## src/hdl/fgcc_pkg.sv

```systemverilog
// ----------------------------------------------------------------------------
// fgcc_pkg - shared types and constants of the footprint collision checker
// grid and table sizes, command and configuration types, cordic angle table
// ----------------------------------------------------------------------------
package fgcc_pkg;

  // grid and footprint table geometry
  localparam int CELLS_X    = 256;
  localparam int CELLS_Y    = 256;
  localparam int MAX_POINTS = 64;
  localparam int TAB_DEPTH  = 64;
  localparam int TAB_AW     = 6;
  localparam int GRID_AW    = 16;
  localparam int GRID_DEPTH = 1 << GRID_AW;
  localparam int PT_LIM     = (MAX_POINTS < TAB_DEPTH) ? MAX_POINTS : TAB_DEPTH;
  localparam int CNT_W      = 7;
  localparam int XI_W       = $clog2(CELLS_X);
  localparam int YI_W       = $clog2(CELLS_Y);

  // datapath widths
  localparam int POS_W  = 28;   // map positions and cell offsets, signed
  localparam int CS_W   = 20;   // cordic x/y and sin/cos in q16, signed
  localparam int ZW     = 18;   // cordic residual angle, signed
  localparam int ACC_W  = 46;   // product sums before rounding
  localparam int CS_SZ  = 16;   // cell size width
  localparam int DIV_CW = $clog2(POS_W);

  localparam int CORDIC_STEPS = 16;
  localparam int CORDIC_GAIN  = 39797;

  localparam int IN_TDATA_W = 128;
  localparam int Q_DEPTH    = 2;
  localparam int Q_AW       = $clog2(Q_DEPTH);

  // action codes on the input tuser
  localparam logic [1:0] ACT_CELL  = 2'd0;
  localparam logic [1:0] ACT_POINT = 2'd1;
  localparam logic [1:0] ACT_QUERY = 2'd2;

  // cell statuses that count as blocked
  localparam logic [2:0] ST_BLOCK_LO = 3'd0;
  localparam logic [2:0] ST_BLOCK_HI = 3'd7;

  // register indexes
  localparam logic [2:0] REG_MAX_X      = 3'd0;
  localparam logic [2:0] REG_MAX_Y      = 3'd1;
  localparam logic [2:0] REG_CELL_SIZE  = 3'd2;
  localparam logic [2:0] REG_OFFSET_X   = 3'd3;
  localparam logic [2:0] REG_OFFSET_Y   = 3'd4;
  localparam logic [2:0] REG_OFFSET_HDG = 3'd5;
  localparam logic [2:0] REG_FP_POINTS  = 3'd6;
  localparam logic [2:0] REG_UNUSED     = 3'd7;

  typedef enum logic [1:0] {
    CMD_CELL  = 2'd0,
    CMD_POINT = 2'd1,
    CMD_QUERY = 2'd2
  } cmd_kind_t;

  typedef struct packed {
    cmd_kind_t          kind;
    logic [15:0]        cell_address;
    logic [2:0]         cell_status;
    logic [5:0]         point_index;
    logic signed [15:0] point_x;
    logic signed [15:0] point_y;
    logic signed [23:0] pose_x;
    logic signed [23:0] pose_y;
    logic [15:0]        pose_heading;
  } cmd_t;

  typedef struct packed {
    logic signed [23:0] max_x;
    logic signed [23:0] max_y;
    logic [15:0]        cell_size;
    logic signed [23:0] offset_x;
    logic signed [23:0] offset_y;
    logic [15:0]        offset_heading;
    logic [6:0]         footprint_points;
  } cfg_t;

  // arctangent of 2^-k in 1/65536 turn
  function automatic logic [13:0] arc_step(input logic [3:0] k);
    logic [13:0] a;
    unique case (k)
      4'd0:    a = 14'd8192;
      4'd1:    a = 14'd4836;
      4'd2:    a = 14'd2555;
      4'd3:    a = 14'd1297;
      4'd4:    a = 14'd651;
      4'd5:    a = 14'd326;
      4'd6:    a = 14'd163;
      4'd7:    a = 14'd81;
      4'd8:    a = 14'd41;
      4'd9:    a = 14'd20;
      4'd10:   a = 14'd10;
      4'd11:   a = 14'd5;
      4'd12:   a = 14'd3;
      4'd13:   a = 14'd1;
      4'd14:   a = 14'd1;
      default: a = 14'd0;
    endcase
    return a;
  endfunction

endpackage

```

## src/hdl/fgcc_front.sv

```systemverilog
// ----------------------------------------------------------------------------
// fgcc_front - input beat decode and command queue
// splits the input beat into a command, drops unused actions, buffers two
// ----------------------------------------------------------------------------
module fgcc_front (
  input  logic                                  clk,
  input  logic                                  rst_n,
  input  logic                                  in_tvalid,
  output logic                                  in_tready,
  input  logic [fgcc_pkg::IN_TDATA_W-1:0]       in_tdata,
  input  logic [1:0]                            in_tuser,
  output fgcc_pkg::cmd_t                        cmd,
  output logic                                  cmd_valid,
  input  logic                                  cmd_pop
);
  import fgcc_pkg::*;

  cmd_t            q_mem [Q_DEPTH];
  logic [Q_AW-1:0] wp_r, rp_r;
  logic [Q_AW:0]   cnt_r;
  cmd_t            dec;
  logic            keep, push;

  always_comb begin
    dec.cell_address = in_tdata[15:0];
    dec.cell_status  = in_tdata[18:16];
    dec.point_index  = in_tdata[24:19];
    dec.point_x      = in_tdata[40:25];
    dec.point_y      = in_tdata[56:41];
    dec.pose_x       = in_tdata[80:57];
    dec.pose_y       = in_tdata[104:81];
    dec.pose_heading = in_tdata[120:105];
    keep             = 1'b1;
    unique case (in_tuser)
      ACT_CELL:  dec.kind = CMD_CELL;
      ACT_POINT: dec.kind = CMD_POINT;
      ACT_QUERY: dec.kind = CMD_QUERY;
      default: begin
        dec.kind = CMD_CELL;
        keep     = 1'b0;
      end
    endcase
  end

  assign in_tready = (cnt_r != (Q_AW+1)'(Q_DEPTH));
  assign push      = in_tvalid && in_tready && keep;
  assign cmd_valid = (cnt_r != '0);
  assign cmd       = q_mem[rp_r];

  always_ff @(posedge clk) begin
    if (push) begin
      q_mem[wp_r] <= dec;
    end
  end

  always_ff @(posedge clk) begin
    if (!rst_n) begin
      wp_r  <= '0;
      rp_r  <= '0;
      cnt_r <= '0;
    end else begin
      if (push) begin
        wp_r <= wp_r + 1'b1;
      end
      if (cmd_pop) begin
        rp_r <= rp_r + 1'b1;
      end
      if (push && !cmd_pop) begin
        cnt_r <= cnt_r + 1'b1;
      end else if (!push && cmd_pop) begin
        cnt_r <= cnt_r - 1'b1;
      end
    end
  end

endmodule

```

## config.mk

```make
export PLATFORM = sky130hd
export DESIGN_NAME = fgcc_front
export DESIGN_NICKNAME = d
export VERILOG_FILES = /design/src/hdl/fgcc_pkg.sv /design/src/hdl/fgcc_front.sv
export SDC_FILE = /design/constraint.sdc
export NUM_CORES = 1
export LEC_CHECK = 0
export BUFFER_PORTS_ARGS = -buffer_cell sky130_fd_sc_hd__clkbuf_2
export CORE_ASPECT_RATIO = 0.5
export CORE_MARGIN = 2
export CORE_UTILIZATION = 45
export CTS_BUF_LIST = sky130_fd_sc_hd__clkbuf_8
export DETAILED_ROUTE_END_ITERATION = 8
export PLACE_DENSITY = 0.69
export SYNTH_ARGS = -nofsm -noshare
export SYNTH_HDL_FRONTEND = slang
export SYNTH_SLANG_ARGS = --single-unit
```

## constraint.sdc

```tcl
create_clock -name clk -period 15.9 [get_ports clk]
set_input_delay 3.18 -clock clk [delete_from_list [all_inputs] [get_ports clk]]
set_output_delay 3.18 -clock clk [all_outputs]
set_load 0.01 [all_outputs]
```

==> summary.md <==
| Metric | Value |
|---|---|
| Status | `finished, final reports clean` |
| Number of flops mapped to enable cells by yosys | `246` |
| Post-CTS Resized | `0` |
| CP endpoint kind | `output pin` |
| Largest net degree at the start of global routing | `77` |
| CTS H-tree lvls | `2` |
| Pleak | `4.60 nW` |
| Final Worst Setup Slack | `9.44 ns` |
| Fillers | `1594` |
| CP most frequent cell | `buf_4` |
| Worst slew pin tran | `1.07 ns` |
| Upper clock frequency limit | `155 MHz` |
| Final net count | `825` |
| Core area | `20500 um2` |
| Synthesized area | `9410 um2` |
| Yosys top cell area share | `78.5%` |
| Crit share post-route | `40.6%` |
| DP HPWL | `11.4 mm` |
| Number of max-slew violations in the final report | `0` |
| Total GRT Usage | `15.3%` |
| First-pass GRT wire length | `25.7 mm` |
| Worst Skew | `0.0171 ns` |
| Bufs and invs on worst path | `3` |
| Syn Inst Count | `410` |
| Area of the multi-input gates | `1800 um2` |
| Clock latency on the worst-skew pair | `0.51 ns` |
| Power density over the cells | `128 nW/um2` |
| Syn Nets | `545` |
| Worst-path clk slew | `0.06 ns` |
| Top-count cell post-synth | `edfxtp_1` |
| Post-CTS Hold Buffers | `0` |
| End of the critical path | `cmd[20]` |
| Clk buf depth | `3` |
| Synthesis-to-layout area growth | `23.3%` |
| DRC violations left | `0` |
| CTS buffer count | `36` |
| Post CTS Setup Buffer Count | `0` |
| CP max-delay cell | `buf_4` |
| Critical Path AT | `3.28 ns` |
| CP Depth | `4` |
| Flops & latches, synth | `251` |
| Avg Vias per Cell | `4.68` |
| Register area | `7490 um2` |
| Root Buffer | `clkbuf_8` |
| CTS tree | `yes` |
| Crit Path Category | `reg -> out` |
| Initial antenna violation count | `1` |
| Hold Startpoint | `wp_r` |
| Tmin final | `6.46 ns` |
| Die area | `22200 um2` |
| Dpl ws | `9.64 ns` |
| Flop2flop setup slack | `12.55 ns` |
| Post-synth ARST share | `0%` |
| Final hold vios | `0` |
| Vias | `4621` |
| Area leader, netlist | `edfxtp_1` |
| Critical Path Source Type | `flop` |
| Ant. Diodes | `0` |
| R2r endpoint | `q_mem[0][102]` |
| DR WL/cell | `17.6 um` |
| Gr ovfl total | `0` |
| VDD IR-drop max | `0.0000769 V` |
| Die width | `209 um` |
| Ratio of cells with drive above 1 in the final layout | `59.5%` |
| Top delay family on crit path | `buffers and inverters` |
| # IOs | `259` |
| Hold Path Class | `reg -> reg` |
| # clock sinks | `251` |
| Max-Slew Margin vs Limit | `28.5%` |
| CP max stage delay | `0.77 ns` |
| Initial DRC Count | `148` |
| Final setup TNS | `0 ns` |
| First-pass DRT Iterations | `4` |
| Setup Viol. Count Final | `0` |
| Reg2Reg Depth | `5` |
| Synth unique cells | `21` |
| Ys flop type | `edfxtp_1` |
| Port buffer count | `251` |
| Synth cell count leaders | `edfxtp_1, mux2_4, mux2_2, buf_6` |
| Synth top area cells | `edfxtp_1, mux2_4, mux2_2` |
| Fin Hold WS | `0.523 ns` |
| Worst-path cell chain | `buf_4 > buf_4 > mux2_2 > clkbuf_2` |
| Worst-path fanout max | `51` |
| Placer congestion estimate | `0.730` |
| Synth Area per Inst | `23.0 um2` |
| RSZ-0062 raised after global routing | `false` |
| Worst r2r src | `cnt_r[0]` |
| DRT antenna net count | `0` |
| Max cap viols | `0` |
| Die height | `106 um` |
| Final core utilization | `56.6%` |
| Vias in the first global route | `4918` |
| Synth warn | `0` |
| Drt total wl | `17.4 mm` |
| WP data required | `12.72 ns` |
| Row count | `37` |
| Sequential-to-total area share from yosys stat | `79.5%` |
| Starting Density | `45.9%` |
==> worst min path at each step <==
stage                     depth (start not counted)        to
after detailed placement                          2      wp_r
final                                             2      wp_r
after CTS                                         2      wp_r
after global placement                            2  cnt_r[1]
after floorplan                                   2      wp_r
after global routing                              2      wp_r
==> registers in the layout, indices dropped and copies added, names as in the netlist, named ones only <==
signal  count
wp_r        1
rp_r        1
cnt_r       2
q_mem     246
==> report_power, final <==
part | switching (mW) | internal [mW]
logic | 0.104 | 0.0968
clock network | 0.228 | 0.257
registers | 0.0157 | 0.789
==> cell families (layout without fill, tap and decap cells) <==
kind of cell,after synthesis,count (layout),share of synthesized area [%]
compound gates,2,2,0.133
xor+xnor,3,3,0.279
fa+ha+maj,1,1,0.133
buf+inv,15,319,1.42
flops,251,251,79.5
mux,124,124,17.6
simple gates,14,14,0.877
==> metrics by stage <==
| stage | std cells | instance area (um2) | power [mW] |
|---|---|---|---|
| 3_5_place_dp | 925 | 10900 | 1.02 |
| 2_1_floorplan | 410 | 9410 | 0.950 |
| 5_1_grt | 987 | 11600 | 1.56 |
| 3_3_place_gp | 925 | 10900 | 1.02 |
| 6_report | 987 | 11600 | 1.49 |
| 4_1_cts | 987 | 11600 | 1.51 |
==> layout by cell type, fill, tap and decap left out, types with 2 or more instances in the layout <==
cell / instances
clkinv_1: 2
nand2b_1: 2
mux2_4: 70
and2_1: 3
bufinv_16: 2
nor2b_1: 2
clkbuf_8: 39
clkbuf_2: 251
dfxtp_1: 4
edfxtp_1: 246
mux2_2: 53
buf_4: 5
inv_1: 19
nand2_1: 2
xor2_1: 2
==> per-layer routing <==
metal | up-vias | part of all wire [%] | GRT usage [%]
met5 | - | 0.075 | 0
met2 | 116 | 53 | 27.5
li1 | 2183 | - | -
met4 | 2 | 3.1 | 6.17
met3 | 42 | 5.6 | 5.05
met1 | 2278 | 38 | 16.9
==> worst register-to-register path, cell delays in order (launching register included) <==
cell and delay [ns]:
dfxtp_1 0.39, nand2b_1 0.14, and3_1 0.24, nor2b_4 0.80, buf_4 0.74, buf_4 0.64
==> layout make-up <==
class | instances | share of cell area (%)
timing repair buffer | 256 | 11.1
clock inverter | 23 | 1.21
sequential | 251 | 64.5
inverter | 1 | 0.0323
clock buffer | 39 | 4.62
multi-input combinational | 144 | 15.5
tap | 273 | 2.94
No activity file was read; power rests on OpenSTA's default activity.
